--- src/design/hid_report_edge_events_defines.svh ---
// Assertion macros for the HID report edge event block.
// Used by the top level only; expects clk_i and rst_ni in scope.
`ifndef HID_REPORT_EDGE_EVENTS_DEFINES_SVH
`define HID_REPORT_EDGE_EVENTS_DEFINES_SVH

`ifndef NO_ASSERTIONS

// Property must hold at every clock edge out of reset.
`define HRE_ASSERT(lbl, prop, msg) \
  lbl: assert property (@(posedge clk_i) disable iff (!rst_ni) (prop)) else $error(msg);

// Expression must never be true out of reset.
`define HRE_ASSERT_NEVER(lbl, expr, msg) \
  lbl: assert property (@(posedge clk_i) disable iff (!rst_ni) !(expr)) else $error(msg);

`else

`define HRE_ASSERT(lbl, prop, msg)
`define HRE_ASSERT_NEVER(lbl, expr, msg)

`endif

`endif

--- src/design/hre_pkg.sv ---
// Package for the HID report edge event block: word types, control structs,
// constants and helper functions. No dependencies.
`default_nettype none

package hre_pkg;

  localparam int DEF_PORTS     = 2;
  localparam int DEF_KEY_SLOTS = 4;

  localparam int USAGE_W      = 8;
  localparam int MOD_BITS     = 8;
  localparam int REPORT_SLOTS = 4;   // key slots carried by one report
  localparam int SLOT_MAX     = 6;   // most key slots a build may keep

  localparam logic [USAGE_W-1:0] MOD_USAGE_BASE  = 8'hE0;
  localparam logic [USAGE_W-1:0] MIN_VALID_USAGE = 8'h04;
  localparam logic [1:0]         TYPE_KEYBOARD   = 2'd1;

  typedef struct packed {
    logic        port;
    logic [1:0]  device_type;
    logic [7:0]  modifier_byte;
    logic [31:0] key_report;
  } hre_in_t;

  typedef struct packed {
    logic [7:0] usage;
    logic [7:0] modifier_snapshot;
    logic       pressed;
    logic       last;
  } hre_out_t;

  // Controller to datapath.
  typedef struct packed {
    logic load;   // capture input word
    logic eval;   // build event mask, update held state
    logic pop;    // drop the event on the output
  } hre_cmd_t;

  // Datapath to controller.
  typedef struct packed {
    logic empty;  // no events pending
    logic last;   // event on the output is the final one
  } hre_sts_t;

  // Empty slot and rollover codes never produce events.
  function automatic logic usage_valid(input logic [USAGE_W-1:0] u);
    return u >= MIN_VALID_USAGE;
  endfunction

endpackage

`default_nettype wire

--- src/design/hre_ctrl.sv ---
// Controller for the HID report edge event block: load, evaluate, emit.
// Depends on hre_pkg.
`default_nettype none

module hre_ctrl
  import hre_pkg::*;
(
  input  logic     clk_i,
  input  logic     rst_ni,
  input  logic     in_valid_i,
  output logic     in_ready_o,
  output logic     out_valid_o,
  input  logic     out_ready_i,
  input  hre_sts_t sts_i,
  output hre_cmd_t cmd_o
);

  typedef enum logic [2:0] {
    ST_IDLE = 3'b001,
    ST_EVAL = 3'b010,
    ST_EMIT = 3'b100
  } hre_state_e;

  hre_state_e state_q, state_d;

  always_comb begin
    state_d     = state_q;
    cmd_o       = '0;
    in_ready_o  = 1'b0;
    out_valid_o = 1'b0;
    unique case (state_q)
      ST_IDLE: begin
        in_ready_o = 1'b1;
        if (in_valid_i) begin
          cmd_o.load = 1'b1;
          state_d    = ST_EVAL;
        end
      end
      ST_EVAL: begin
        cmd_o.eval = 1'b1;
        state_d    = ST_EMIT;
      end
      ST_EMIT: begin
        if (sts_i.empty) begin
          state_d = ST_IDLE;
        end else begin
          out_valid_o = 1'b1;
          if (out_ready_i) begin
            cmd_o.pop = 1'b1;
            if (sts_i.last) state_d = ST_IDLE;
          end
        end
      end
      default: state_d = ST_IDLE;
    endcase
  end

  always_ff @(posedge clk_i or negedge rst_ni) begin
    if (!rst_ni) begin
      state_q <= ST_IDLE;
    end else begin
      state_q <= state_d;
    end
  end

endmodule

`default_nettype wire

--- src/design/hre_datapath.sv ---
// Datapath for the HID report edge event block: report register, per-port
// held state, pending event mask and event select. Depends on hre_pkg.
`default_nettype none

module hre_datapath
  import hre_pkg::*;
#(
  parameter int PORTS     = DEF_PORTS,
  parameter int KEY_SLOTS = DEF_KEY_SLOTS
) (
  input  logic     clk_i,
  input  logic     rst_ni,
  input  hre_in_t  in_word_i,
  input  hre_cmd_t cmd_i,
  output hre_out_t out_word_o,
  output hre_sts_t sts_o
);

  localparam int EV_W = MOD_BITS + 2 * KEY_SLOTS;
  localparam int PW   = (PORTS > 1) ? $clog2(PORTS) : 1;
  localparam int REL0 = MOD_BITS;
  localparam int PRS0 = MOD_BITS + KEY_SLOTS;

  hre_in_t report_q;

  logic [USAGE_W-1:0]  held_mods_q [PORTS];
  logic [USAGE_W-1:0]  held_keys_q [PORTS][KEY_SLOTS];
  logic [USAGE_W-1:0]  old_q [KEY_SLOTS];
  logic [MOD_BITS-1:0] snap_q;
  logic [EV_W-1:0]     mask_q;

  logic [PW-1:0]               port_idx;
  logic                        port_ok;
  logic                        is_kbd;
  logic [SLOT_MAX*USAGE_W-1:0] keys_ext;
  logic [USAGE_W-1:0]          cur [KEY_SLOTS];
  logic [USAGE_W-1:0]          old_rd [KEY_SLOTS];
  logic [MOD_BITS-1:0]         prev_mods;
  logic [KEY_SLOTS-1:0]        old_in_cur, cur_in_old;
  logic [EV_W-1:0]             mask_d;
  logic [MOD_BITS-1:0]         snap_d;
  logic [EV_W-1:0]             low_bit;

  // Evaluate the latched report against the port's held state.
  always_comb begin
    port_idx  = PW'(report_q.port);
    port_ok   = int'(report_q.port) < PORTS;
    is_kbd    = report_q.device_type == TYPE_KEYBOARD;
    keys_ext  = {report_q.key_report, {((SLOT_MAX - REPORT_SLOTS) * USAGE_W){1'b0}}};
    prev_mods = held_mods_q[port_idx];
    for (int i = 0; i < KEY_SLOTS; i++) begin
      cur[i]    = keys_ext[(SLOT_MAX - 1 - i) * USAGE_W +: USAGE_W];
      old_rd[i] = held_keys_q[port_idx][i];
    end
    for (int i = 0; i < KEY_SLOTS; i++) begin
      old_in_cur[i] = 1'b0;
      cur_in_old[i] = 1'b0;
      for (int k = 0; k < KEY_SLOTS; k++) begin
        if (old_rd[i] == cur[k]) old_in_cur[i] = 1'b1;
        if (cur[i] == old_rd[k]) cur_in_old[i] = 1'b1;
      end
    end
    mask_d = '0;
    snap_d = '0;
    if (port_ok) begin
      if (is_kbd) begin
        snap_d                = report_q.modifier_byte;
        mask_d[MOD_BITS-1:0] = report_q.modifier_byte ^ prev_mods;
        for (int i = 0; i < KEY_SLOTS; i++) begin
          mask_d[REL0 + i] = usage_valid(old_rd[i]) && !old_in_cur[i];
          mask_d[PRS0 + i] = usage_valid(cur[i]) && !cur_in_old[i];
        end
      end else begin
        // flush: release everything held
        mask_d[MOD_BITS-1:0] = prev_mods;
        for (int i = 0; i < KEY_SLOTS; i++) begin
          mask_d[REL0 + i] = usage_valid(old_rd[i]);
        end
      end
    end
  end

  always_ff @(posedge clk_i) begin
    if (cmd_i.load) report_q <= in_word_i;
    if (cmd_i.eval) begin
      snap_q <= snap_d;
      for (int i = 0; i < KEY_SLOTS; i++) old_q[i] <= old_rd[i];
    end
  end

  always_ff @(posedge clk_i or negedge rst_ni) begin
    if (!rst_ni) begin
      mask_q <= '0;
      for (int p = 0; p < PORTS; p++) begin
        held_mods_q[p] <= '0;
        for (int s = 0; s < KEY_SLOTS; s++) held_keys_q[p][s] <= '0;
      end
    end else begin
      if (cmd_i.eval) begin
        mask_q <= mask_d;
        if (port_ok) begin
          held_mods_q[port_idx] <= is_kbd ? report_q.modifier_byte : '0;
          for (int s = 0; s < KEY_SLOTS; s++) begin
            held_keys_q[port_idx][s] <= is_kbd ? cur[s] : '0;
          end
        end
      end else if (cmd_i.pop) begin
        mask_q <= mask_q & (mask_q - EV_W'(1));
      end
    end
  end

  // Lowest pending event goes out first.
  always_comb begin
    low_bit    = mask_q & (~mask_q + EV_W'(1));
    out_word_o = '0;
    for (int i = 0; i < MOD_BITS; i++) begin
      if (low_bit[i]) begin
        out_word_o.usage   = USAGE_W'(MOD_USAGE_BASE + USAGE_W'(i));
        out_word_o.pressed = snap_q[i];
      end
    end
    for (int i = 0; i < KEY_SLOTS; i++) begin
      if (low_bit[REL0 + i]) out_word_o.usage = old_q[i];
      if (low_bit[PRS0 + i]) begin
        out_word_o.usage   = cur[i];
        out_word_o.pressed = 1'b1;
      end
    end
    out_word_o.modifier_snapshot = snap_q;
    out_word_o.last              = (mask_q & (mask_q - EV_W'(1))) == '0;
    sts_o.empty                  = mask_q == '0;
    sts_o.last                   = out_word_o.last;
  end

endmodule

`default_nettype wire

--- src/design/hid_report_edge_events.sv ---
// HID boot-keyboard report to key edge events. Each input word is one report
// (port, device type, modifier byte, four key slots); the block compares it
// with the port's previous report and emits one output word per change:
// modifier bits low to high as usages 0xE0+bit, then released keys by old
// slot, then newly pressed keys by new slot. Usages below 0x04 are ignored.
// A non-keyboard device type releases all held modifiers and keys with a
// zero modifier snapshot and clears the port. The last word of a report has
// last set; a report with no changes produces no words. One report is in
// flight at a time, and a report yields at most 8 + 2*KEY_SLOTS events. The
// event walker sends one event per cycle from the pending mask while
// out_ready_i is high.
// Depends on hre_pkg, hre_ctrl, hre_datapath and the defines header.
`default_nettype none

`include "hid_report_edge_events_defines.svh"

module hid_report_edge_events
  import hre_pkg::*;
#(
  parameter int PORTS     = DEF_PORTS,      // ports with held state, 1..2
  parameter int KEY_SLOTS = DEF_KEY_SLOTS   // key slots kept per port, 1..6
) (
  input  logic     clk_i,
  input  logic     rst_ni,
  input  logic     in_valid_i,
  output logic     in_ready_o,
  input  hre_in_t  in_word_i,
  output logic     out_valid_o,
  input  logic     out_ready_i,
  output hre_out_t out_word_o
);

  hre_cmd_t cmd;
  hre_sts_t sts;

  // Sequencer: idle -> evaluate -> emit pending events -> idle.
  hre_ctrl u_ctrl (
    .clk_i       (clk_i),
    .rst_ni      (rst_ni),
    .in_valid_i  (in_valid_i),
    .in_ready_o  (in_ready_o),
    .out_valid_o (out_valid_o),
    .out_ready_i (out_ready_i),
    .sts_i       (sts),
    .cmd_o       (cmd)
  );

  // Held per-port state, diff logic and the pending event mask.
  hre_datapath #(
    .PORTS     (PORTS),
    .KEY_SLOTS (KEY_SLOTS)
  ) u_datapath (
    .clk_i      (clk_i),
    .rst_ni     (rst_ni),
    .in_word_i  (in_word_i),
    .cmd_i      (cmd),
    .out_word_o (out_word_o),
    .sts_o      (sts)
  );

  // Never take a report while events of the previous one are outstanding.
  `HRE_ASSERT_NEVER(a_ready_while_emitting, in_ready_o && out_valid_o, "ready during emit")
  // After a report is taken the block is busy and shows nothing in the next cycle.
  `HRE_ASSERT(a_busy_after_load, (in_valid_i && in_ready_o) |=> (!in_ready_o && !out_valid_o), "not busy after load")
  // Handing over the last word returns the block to idle.
  `HRE_ASSERT(a_idle_after_last, (out_valid_o && out_ready_i && out_word_o.last) |=> in_ready_o, "not idle after last")

endmodule

`default_nettype wire
--- config.mk ---
export PLATFORM = sky130hd
export DESIGN_NAME = hid_report_edge_events
export DESIGN_NICKNAME = d
export VERILOG_FILES = /design/src/design/hre_pkg.sv /design/src/design/hre_ctrl.sv /design/src/design/hre_datapath.sv /design/src/design/hid_report_edge_events.sv
export VERILOG_INCLUDE_DIRS = /design/src /design/src/design
export SDC_FILE = /design/constraint.sdc
export NUM_CORES = 1
export LEC_CHECK = 0
export ABC_CLOCK_PERIOD_IN_PS = 2800
export BUFFER_PORTS_ARGS = -buffer_cell sky130_fd_sc_hd__buf_2
export CAP_MARGIN = 30
export CORE_MARGIN = 2
export CORE_UTILIZATION = 61
export DETAILED_ROUTE_END_ITERATION = 6
export HOLD_SLACK_MARGIN = 0.08
export PLACE_DENSITY = 0.85
export SYNTH_ARGS = -nofsm -noshare
export SYNTH_HDL_FRONTEND = slang
export SYNTH_HIERARCHICAL = 1
export SYNTH_SLANG_ARGS = --single-unit
--- constraint.sdc ---
create_clock -name clk_i -period 2.8 [get_ports clk_i]
set_input_delay 0.14 -clock clk_i [delete_from_list [all_inputs] [get_ports clk_i]]
set_output_delay 0.14 -clock clk_i [all_outputs]
set_load 0.01 [all_outputs]
==> results of run 1 <==
==> power by group <==
group          switching (mW)  total, mW  internal, mW
Clock                    1.12       2.45          1.33
Combinational            3.00       5.37          2.37
Sequential              0.916       4.58          3.67
==> what timing repair did <==
action | CTS | global route
endpoints found under the setup margin | 4 | 8
endpoints found under the hold margin | 94 | 0
pin swaps | 1 | 2
setup buffers | 4 | 4
hold buffers | 46 | 0
resized for setup | 3 | 19
==> kinds of logic (layout without fill, tap and decap cells) <==
logic type	after synthesis	count (layout)	synth area share [%]
fa+ha+maj	5	5	0.5378
compound gates	183	183	11.31
flops	182	182	50.87
simple gates	300	300	14.56
mux	41	41	5.198
buf+inv	126	227	5.339
xor+xnor	136	136	12.19
==> routing by layer <==
metal	vias to the layer above	routed length, microns	GRT usage, %
li1	3546	-	-
met1	3794	10940	45.33
met2	561	12770	51.96
met3	111	3026	8.062
met4	0	1030	12.08
met5	-	0	0
==> sequential cells by signal, indices dropped and copies added (netlist names) <==
| register | cells |
|---|---|
| u_datapath/held_keys_q | 64 |
| u_datapath/cur | 32 |
| u_datapath/old_q | 32 |
| u_datapath/held_mods_q | 16 |
| u_datapath/mask_q | 16 |
| u_datapath/report_q | 10 |
| u_datapath/snap_q | 8 |
| u_ctrl/state_q | 3 |
| u_datapath/port_idx | 1 |
==> layout make-up <==
class / count / area (sq um)
flip-flops and latches: 182 / 4976
multi-input cells: 665 / 4374
fillers: 1090 / 4259
repair buffers: 147 / 1106
clock buffers: 20 / 466.7
well taps: 216 / 270.3
inverters: 48 / 180.2
clock inverters: 12 / 137.6
==> worst paths after layout <==
| path | startpoint | endpoint | depth (start not counted) |
|---|---|---|---|
| max | u_datapath/mask_q[8]$_DFFE_PN0P_ | out_word_o[12] | 7 |
| min | rst_ni | u_datapath/held_keys_q[61]$_DFFE_PN0P_ | 2 |
| max reg2reg | u_datapath/mask_q[8]$_DFFE_PN0P_ | u_datapath/mask_q[3]$_DFFE_PN0P_ | 11 |
| min reg2reg | u_datapath/held_keys_q[51]$_DFFE_PN0P_ | u_datapath/held_keys_q[51]$_DFFE_PN0P_ | 2 |
| max in group asynchronous | rst_ni | u_datapath/held_keys_q[42]$_DFFE_PN0P_ | 3 |
| min in group clk_i | in_word_i[38] | u_datapath/report_q[38]$_DFFE_PP_ | 2 |
==> cell usage in the layout, fill, tap and decap left out, drive strengths merged, types with 36 or more instances in the layout <==
master / n
edfxtp: 83
buf: 101
dlygate4sd3: 46
xnor2: 131
nor4: 36
inv: 53
mux2i: 41
o21ai: 104
dfrtp: 98
nand2: 168
==> worst register-to-register path: cells and delay by family (launching register included) <==
kind                   cells  cell delay (ns)
buffers and inverters      1             0.11
flip-flops                 1             0.51
AO/OA/AOI/OAI              2             0.23
AND/OR/NAND/NOR            8             1.51
==> through the flow <==
| stage | cells | util, % | power, mW |
|---|---|---|---|
| floorplan | 973 | - | 7.884 |
| global placement | 1204 | 65.31 | 9.250 |
| detailed placement | 1204 | 65.31 | 9.412 |
| CTS | 1286 | 72.31 | 12.00 |
| global route | 1290 | 72.99 | 12.95 |
| finish | 1290 | 72.99 | 12.40 |
==> results_dict.tcl, run 1 <==
set metrics [dict create \
    outcome "finished clean" \
    vias_per_cell 6.211 \
    diodes 0 \
    drt_iter0_markers 1126 \
    report.final.slew_viol_count 0 \
    start_util_pct 61.96 \
    cp_top_family "compound AO/OA/AOI/OAI gates" \
    drc_errors 0 \
    drv_cap 0 \
    core_sq_mm 0.01577 \
    synth_area_leaders "edfxtp_1 26%, dfrtp_1 25%, xnor2_1 12%" \
    clockBufferDepth 2 \
    syn_area_sq_mm 0.009772 \
    power_density_mw_per_mm2 1077 \
    synth.most_common_cell "nand2_1" \
    postRouteAntennaNets 0 \
    cts_tree "yes" \
    rsz0062_at_grt "no" \
    ys_async_sr_fraction_pct 54.40 \
    place_congestion 1.007 \
    syn_inst 973 \
    peakVddDrop_mv 0.6635 \
    worst_hold_slack_ns 0.2965 \
    dieWidth_microns 130.6 \
    yosys.area.top_type_share_pct 25.51 \
    synthFlopType "dfrtp_1" \
    hpwl_mm 17.52 \
    syn-num-nets 1020 \
    numClockSinks 182 \
    synth-seq-cells 182 \
    ys_types 63 \
    nNetsFinal 1108 \
    wirelength_mm 27.76 \
    numCtsBuffers 17 \
    setup_viol 0 \
    timing.final.ws_setup_ns 0.03199 \
    drive_gt1_share_pct 18.44 \
    worst-setup-path-type "reg -> out" \
    regToRegSetupSlack_ns 0.32 \
    antenna_found_initial 0 \
    endpoint_kind "primary output" \
    worst_pin_slew_ns 0.7173 \
    clock_skew_ns 0.01309 \
    fin_crit_ns 2.768 \
    grt_pass1_wl_mm 41.91 \
    start_kind "register" \
    dpl_worst_slack_ns 0.2730 \
    die_area_sq_mm 0.01705 \
    slowest_delay_ns 0.48 \
    fin_crit_sh_pct 98.86 \
    via_count 8012 \
    overflow 0 \
    grt_pass1_vias 7750 \
    arrival_ns 2.63 \
    wire_per_inst_microns 21.52 \
    synth_edf_count 83 \
    crit_buf_inv 1 \
    areaGrowthSynthToFinish_pct 17.80 \
    boundaryPins 67 \
    cts-root-buf "clkbuf_16" \
    p_leak_nw 4.737 \
    path_max_fanout 6 \
    max_freq_ghz 0.3613 \
    port_buffers 66 \
    htree_levels 4 \
    syn_area_per_cell_sq_um 10.04 \
    hold_viol 0 \
    grtUsageTotal_pct 33.08 \
    die_h_microns 130.6 \
    holdCritPathClass "in -> async" \
    fin_area_sq_mm 0.01151 \
    grt_max_degree 81 \
    crit_required_ns 2.66 \
    dr.pass1.iters 6 \
    clock_latency_ns 0.44 \
    rows 46 \
    synth_common_cells "168 x nand2_1, 131 x xnor2_1, 98 x dfrtp_1, 98 x o21ai_0, 83 x edfxtp_1" \
    synth-seq-area-share_pct 50.87 \
    crit_path_cell_trace "nor4_2 > and2_2 > a21oi_1 > o32ai_1 > o31ai_1 > a211oi_1 > buf_2" \
    path_clk_slew_ns 0.07 \
    slew_headroom_pct 52.18 \
    synth_top_area_cell "edfxtp_1" \
    place_area_sq_mm 0.01030 \
    fin_setup_tns_ns 0 \
    crit_slowest_cell "dfrtp_1" \
    synth_warnings 6 \
]
Note: power is estimated with default switching activity, not from simulation.
==> run 2, diff against run 1 <==
- ABC_CLOCK_PERIOD_IN_PS: 2800 -> 3300
- CORE_UTILIZATION: 61 -> 66
- PLACE_DENSITY: 0.85 -> 0.91
- clock period: 2.8 -> 3.3 ns (I/O delays scaled with it)
==> run 2 against run 1 <==
Net effect: wire length is 2.0% lower; combinational power down 21%; final area shrank 2.3%; via count down 0.20%; first-iteration DRC count fell by 2.1%; clock power decreased by 17%; sequential cell count stayed put; critical endpoint is now out_word_o[16]; highest routed layer unchanged.
==> results_dict.tcl, run 2 (same netlist as run 1, synthesis figures left out) <==
set metrics [dict create \
    r2r_start "u_datapath/mask_q[10]$_DFFE_PN0P_" \
    clockBufferDepth 2 \
    htree_levels 4 \
    port_buffers 66 \
    crit_slowest_cell "nor4_4" \
    nNetsFinal 1091 \
    worst_pin_slew_ns 0.8497 \
    outcome "finished clean" \
    endpoint_kind "primary output" \
    via_count 7996 \
    p_leak_nw 4.624 \
    start_util_pct 67.49 \
    boundaryPins 67 \
    dr.pass1.iters 6 \
    numCtsBuffers 17 \
    drc_errors 0 \
    largest_register_ffs 64 \
    final_common_cell "nand2_1" \
    final_cell_count_no_fill 1241 \
    vias_per_cell 6.443 \
    grtUsageTotal_pct 35.09 \
    crit_buf_inv 2 \
    overflow 0 \
    holdCritPathClass "in -> reg" \
    die_h_microns 125.7 \
    worstHoldStart "in_word_i[28]" \
    fin_area_sq_mm 0.01125 \
    final-seq-area_sq_mm 0.004972 \
    antenna_found_initial 0 \
    worst_hold_slack_ns 0.4238 \
    drt_iter0_markers 1102 \
    largest_register "u_datapath/held_keys_q" \
    grt_pass1_wl_mm 42.34 \
    critical_path_depth 8 \
    clock_skew_ns 0.01121 \
    worstSetupStartpoint "u_datapath/mask_q[1]$_DFFE_PN0P_" \
    worstRegToRegCells 11 \
    postRouteAntennaNets 0 \
    path_max_fanout 7 \
    rows 44 \
    place_area_sq_mm 0.01015 \
    grt_pass1_vias 7839 \
    cts_tree "yes" \
    areaGrowthSynthToFinish_pct 15.11 \
    slew_headroom_pct 41.74 \
    core_sq_mm 0.01448 \
    hold_path_depth 2 \
    peakVddDrop_mv 0.7138 \
    fin_crit_sh_pct 95.20 \
    grt_max_degree 71 \
    postLayoutCoreUtil_pct 77.69 \
    clock_latency_ns 0.44 \
    wirelength_mm 27.20 \
    setup_viol 0 \
    cp_top_family "simple AND/OR/NAND/NOR gates" \
    die_area_sq_mm 0.01580 \
    dpl.cell_count 1161 \
    start_kind "register" \
    fillCellCount 892 \
    worst-setup-path-type "reg -> out" \
    path_clk_slew_ns 0.07 \
    drv_cap 0 \
    fin_crit_ns 3.142 \
    hpwl_mm 17.30 \
    post_cts_buffers 0 \
    rsz0062_at_grt "no" \
    wire_per_inst_microns 21.91 \
    dieWidth_microns 125.7 \
    numClockSinks 182 \
    drive_gt1_share_pct 15.42 \
    place_congestion 1.022 \
    crit_path_cell_trace "nor4_4 > nand4_1 > buf_6 > or2_1 > nor2_1 > a211oi_1 > a221o_1 > buf_2" \
    power_density_mw_per_mm2 900.7 \
    multi_input_area_sq_mm 0.004300 \
    max_freq_ghz 0.3183 \
    arrival_ns 2.98 \
    final_cell_mix "167 x nand2_1, 131 x xnor2_1, 98 x o21ai_0" \
    hold_viol 0 \
    slowest_delay_ns 0.48 \
    report.final.slew_viol_count 0 \
    cts-root-buf "clkbuf_16" \
    fin_setup_tns_ns 0 \
    crit_required_ns 3.13 \
    diodes 0 \
]
[run 2: layout make-up]
cell class,count,area share (%)
Multi-Input combinational cell,665,38.23
Inverter,48,1.602
Clock inverter,15,1.424
Clock buffer,17,3.782
Tap cell,184,2.047
Timing Repair Buffer,130,8.710
Sequential cell,182,44.20
[run 2: final timing paths]
path	to	slack, ns
hold reg to reg	u_datapath/held_mods_q[13]$_DFFE_PN0P_	0.48
setup / recovery	out_word_o[16]	0.16
hold / removal	u_datapath/cur[28]$_DFFE_PP_	0.42
min in group asynchronous	u_datapath/held_keys_q[62]$_DFFE_PN0P_	0.60
max in group asynchronous	u_datapath/held_keys_q[34]$_DFFE_PN0P_	1.77
setup reg to reg	u_datapath/mask_q[3]$_DFFE_PN0P_	0.48
[run 2: metrics by stage]
stage	total power [mW]	worst slack, ns
5_1_grt	10.60	0.02805
2_1_floorplan	6.690	0.6493
3_3_place_gp	7.700	0.6012
4_1_cts	9.951	0.1208
6_report	10.13	0.1584
3_5_place_dp	7.863	0.4839
[run 2: what timing repair did]
action                                  in CTS  in global routing
endpoints found under the setup margin       0                  4
gates resized for setup                      0                  5
hold buffers                                46                  1
endpoints found under the hold margin      113                  2
[run 2: metal layers]
metal	global-route usage, %	routed length, microns	up-vias
met2	53.20	12390	588
met3	9.516	3324	115
met5	0	0	-
met1	47.72	10260	3772
met4	16.41	1219	0
li1	-	-	3521
[run 2: report_power, final]
part / leakage, nW / internal (mW) / total (mW) / switching [mW]
registers: 2.13 / 3.11 / 3.88 / 0.774
clock network: 0.279 / 1.07 / 2.03 / 0.958
logic: 2.22 / 1.80 / 4.22 / 2.43
[run 2: worst register-to-register path, cell delays in order (launching register included)]
cell     delay (ns)
dfrtp_1        0.57
nor2_1         0.14
and3_1         0.23
nand2_1        0.07
nor2_1         0.04
or3b_1         0.41
nor2_2         0.12
and2_1         0.32
inv_1          0.19
or3_1          0.35
o21ai_0        0.16
o21ai_0        0.10
==> run 3, diff against run 2 <==
- ABC_AREA: not set -> 1
- SYNTH_HIERARCHICAL: 1 -> not set
==> run 3 against run 2 <==
Net effect: the run now ends with DRC left; count of clock-buffer cells in the layout is 3 higher; wire length is 18% higher; core utilization is 1.5 points lower; critical path type unchanged; critical endpoint is now out_word_o[17]; largest cell class unchanged.
==> results_dict.tcl, run 3 <==
set metrics [dict create \
    outcome "complete, but fails checks" \
    failed_checks "DRC" \
    diodes 0 \
    antenna_found_initial 1 \
    peakVddDrop_mv 0.5229 \
    synth_warnings 0 \
    postLayoutCoreUtil_pct 76.21 \
    numCtsBuffers 17 \
    die_h_microns 130.0 \
    syn_area_sq_mm 0.01048 \
    synth_common_cells "541 x nand2_1, 148 x nand3_1, 101 x nor2_1" \
    fin_setup_tns_ns 0 \
    dieWidth_microns 130.0 \
    synth.most_common_cell "nand2_1" \
    path_max_fanout 8 \
    nNetsFinal 1506 \
    grt_max_degree 81 \
    syn_area_per_cell_sq_um 7.703 \
    core_sq_mm 0.01571 \
    syn_inst 1361 \
    grtUsageTotal_pct 39.40 \
    endpoint_kind "primary output" \
    overflow 0 \
    power_density_mw_per_mm2 924.0 \
    fin_crit_ns 2.777 \
    synth-seq-cells 182 \
    postRouteAntennaNets 0 \
    synth_edf_count 83 \
    synthFlopType "dfrtp_1" \
    drv_cap 0 \
    yosys.area.top_type_share_pct 23.77 \
    hold_path_depth 4 \
    cts_tree "yes" \
    r2r_start "u_datapath.port_idx$_DFFE_PP_" \
    synth_area_leaders "edfxtp_1 24%, dfrtp_1 23%, nand2_1 19%" \
    vias_per_cell 6.041 \
    drive_gt1_share_pct 12.77 \
    p_sw_mw 5.120 \
    htree_levels 4 \
    rsz0062_at_grt "no" \
    drt_iter0_markers 1426 \
    timing.rr.end "u_datapath.mask_q[14]$_DFFE_PN0P_" \
    clockBufferDepth 2 \
    worst_pin_slew_ns 0.8512 \
    ys_types 32 \
    rows 46 \
    final_common_cell "nand2_1" \
    largest_register_ffs 64 \
    ys_async_sr_fraction_pct 54.40 \
    worstHoldStart "out_ready_i" \
    min_to "u_ctrl.state_q[2]$_DFFE_PN0P_" \
    via_count 10200 \
    cts-root-buf "clkbuf_16" \
    numClockSinks 182 \
    report.final.slew_viol_count 0 \
    boundaryPins 67 \
    largest_register "u_datapath.held_keys_q" \
    worstRegToRegCells 14 \
    areaGrowthSynthToFinish_pct 14.23 \
    p_leak_nw 5.803 \
    drc_errors 1 \
    synth-seq-area-share_pct 47.42 \
    wirelength_mm 32.04 \
    clockPowerShare_pct 18.1 \
    crit_required_ns 3.13 \
    fin_crit_sh_pct 84.15 \
    wire_per_inst_microns 18.98 \
    fillCellCount 1150 \
    grt_pass1_vias 9546 \
    syn-num-nets 1408 \
    clock_skew_ns 0.008167 \
    port_buffers 66 \
    combPwrFrac_pct 45.7 \
    setup_viol 0 \
    fin_area_sq_mm 0.01198 \
    regToRegSetupSlack_ns 0.88 \
    grt_pass1_wl_mm 50.20 \
    hpwl_mm 22.04 \
    dr.pass1.iters 7 \
    place_area_sq_mm 0.01096 \
    worst_hold_slack_ns 0.09240 \
    holdCritPathClass "in -> reg" \
    sw_frac_of_total_pct 46.27 \
    die_area_sq_mm 0.01691 \
    start_kind "register" \
    place_congestion 1.026 \
    slew_headroom_pct 43.04 \
    start_util_pct 66.72 \
    hold_viol 0 \
    max_freq_ghz 0.3601 \
    p_int_mw 5.945 \
    final_cell_mix "539 x nand2_1, 148 x nand3_1, 99 x nor2_1" \
    synth_top_area_cell "edfxtp_1" \
    clock_latency_ns 0.44 \
    pwr-share-seq_pct 36.3 \
    arrival_ns 2.61 \
    worst-setup-path-type "reg -> out" \
    path_clk_slew_ns 0.07 \
]
==> run 3: cell count changes after synthesis, moves of 8 or more <==
cell	before	now
clkbuf_1	64	25
inv_1	48	78
mux2i_2	26	0
nand2_1	168	541
nand2_2	0	32
nand2_4	0	30
nand3_1	14	148
nand4_1	10	19
nor2_1	22	101
nor4_1	34	3
o22ai_1	8	0
xnor2_1	131	0
xor2_1	5	30
==> run 3: layout make-up <==
cell class | count | area (sq um) | area share, %
inverters | 84 | 320.3 | 2.675
clock buffers | 20 | 446.7 | 3.730
clock inverters | 12 | 120.1 | 1.003
multi-input cells | 1054 | 4959 | 41.41
well taps | 216 | 270.3 | 2.257
flip-flops and latches | 182 | 4971 | 41.51
repair buffers | 120 | 888.4 | 7.418
==> run 3: worst max-delay path by stage <==
stage / from / end / slack [ns] / cells past startpoint
2_1_floorplan: u_ctrl.state_q[0]$_DFFE_PN1P_ / u_datapath.cur[0]$_DFFE_PP_ / 0.69 / 4
3_3_place_gp: u_datapath.port_idx$_DFFE_PP_ / u_datapath.mask_q[13]$_DFFE_PN0P_ / 1.03 / 14
3_5_place_dp: u_datapath.port_idx$_DFFE_PP_ / u_datapath.mask_q[15]$_DFFE_PN0P_ / 0.99 / 12
4_1_cts: u_datapath.mask_q[7]$_DFFE_PN0P_ / out_word_o[11] / 0.61 / 10
5_1_grt: u_datapath.mask_q[4]$_DFFE_PN0P_ / out_word_o[12] / 0.38 / 10
6_report: u_datapath.mask_q[4]$_DFFE_PN0P_ / out_word_o[17] / 0.52 / 8
==> run 3: kinds of logic (layout without fill, tap and decap cells) <==
group	count (synthesis)	after routing	synth area share, %
mux	8	8	0.7638
flops	182	182	47.42
compound gates	121	121	6.003
buf+inv	125	236	5.478
simple gates	895	895	37.83
xor+xnor	30	30	2.506
==> run 3: repair_timing <==
action,CTS,global route
resized for setup,0,0
buffers inserted,0,0
hold buffers,45,0
endpoints found under the hold margin,85,0
==> run 3: power groups by stage <==
| stage | Combinational, mW | Clock (mW) | Sequential (mW) |
|---|---|---|---|
| after floorplan | 3.58 | 0 | 3.73 |
| after global placement | 4.67 | 0 | 3.97 |
| after detailed placement | 4.80 | 0 | 3.99 |
| after CTS | 4.88 | 1.99 | 3.96 |
| after global routing | 5.59 | 2.09 | 4.07 |
| final | 5.05 | 2.00 | 4.01 |
==> run 3: metal layers <==
| layer | global-route usage [%] | part of all wire (%) |
|---|---|---|
| met1 | 55.04 | 39 |
| met2 | 60.58 | 46 |
| met3 | 8.118 | 11 |
| met4 | 16.32 | 3.9 |
| met5 | 0 | 0 |
==> run 3: critical path, cell delays in order (launching register included) <==
cell and delay [ns]:
dfrtp_1 0.46, nor2_1 0.15, nand2_1 0.14, nor2_1 0.16, nand2_1 0.10, nor2_1 0.66, nand2_1 0.21, nand3_1 0.16
buf_2 0.14
==> run 3: stage by stage <==
| step | std cells | worst slack (ns) | total power, mW |
|---|---|---|---|
| CTS | 1688 | 0.6117 | 10.84 |
| global placement | 1610 | 1.028 | 8.636 |
| detailed placement | 1611 | 0.9859 | 8.790 |
| floorplan | 1361 | 0.6866 | 7.312 |
| global route | 1688 | 0.3764 | 11.76 |
| finish | 1688 | 0.5229 | 11.07 |
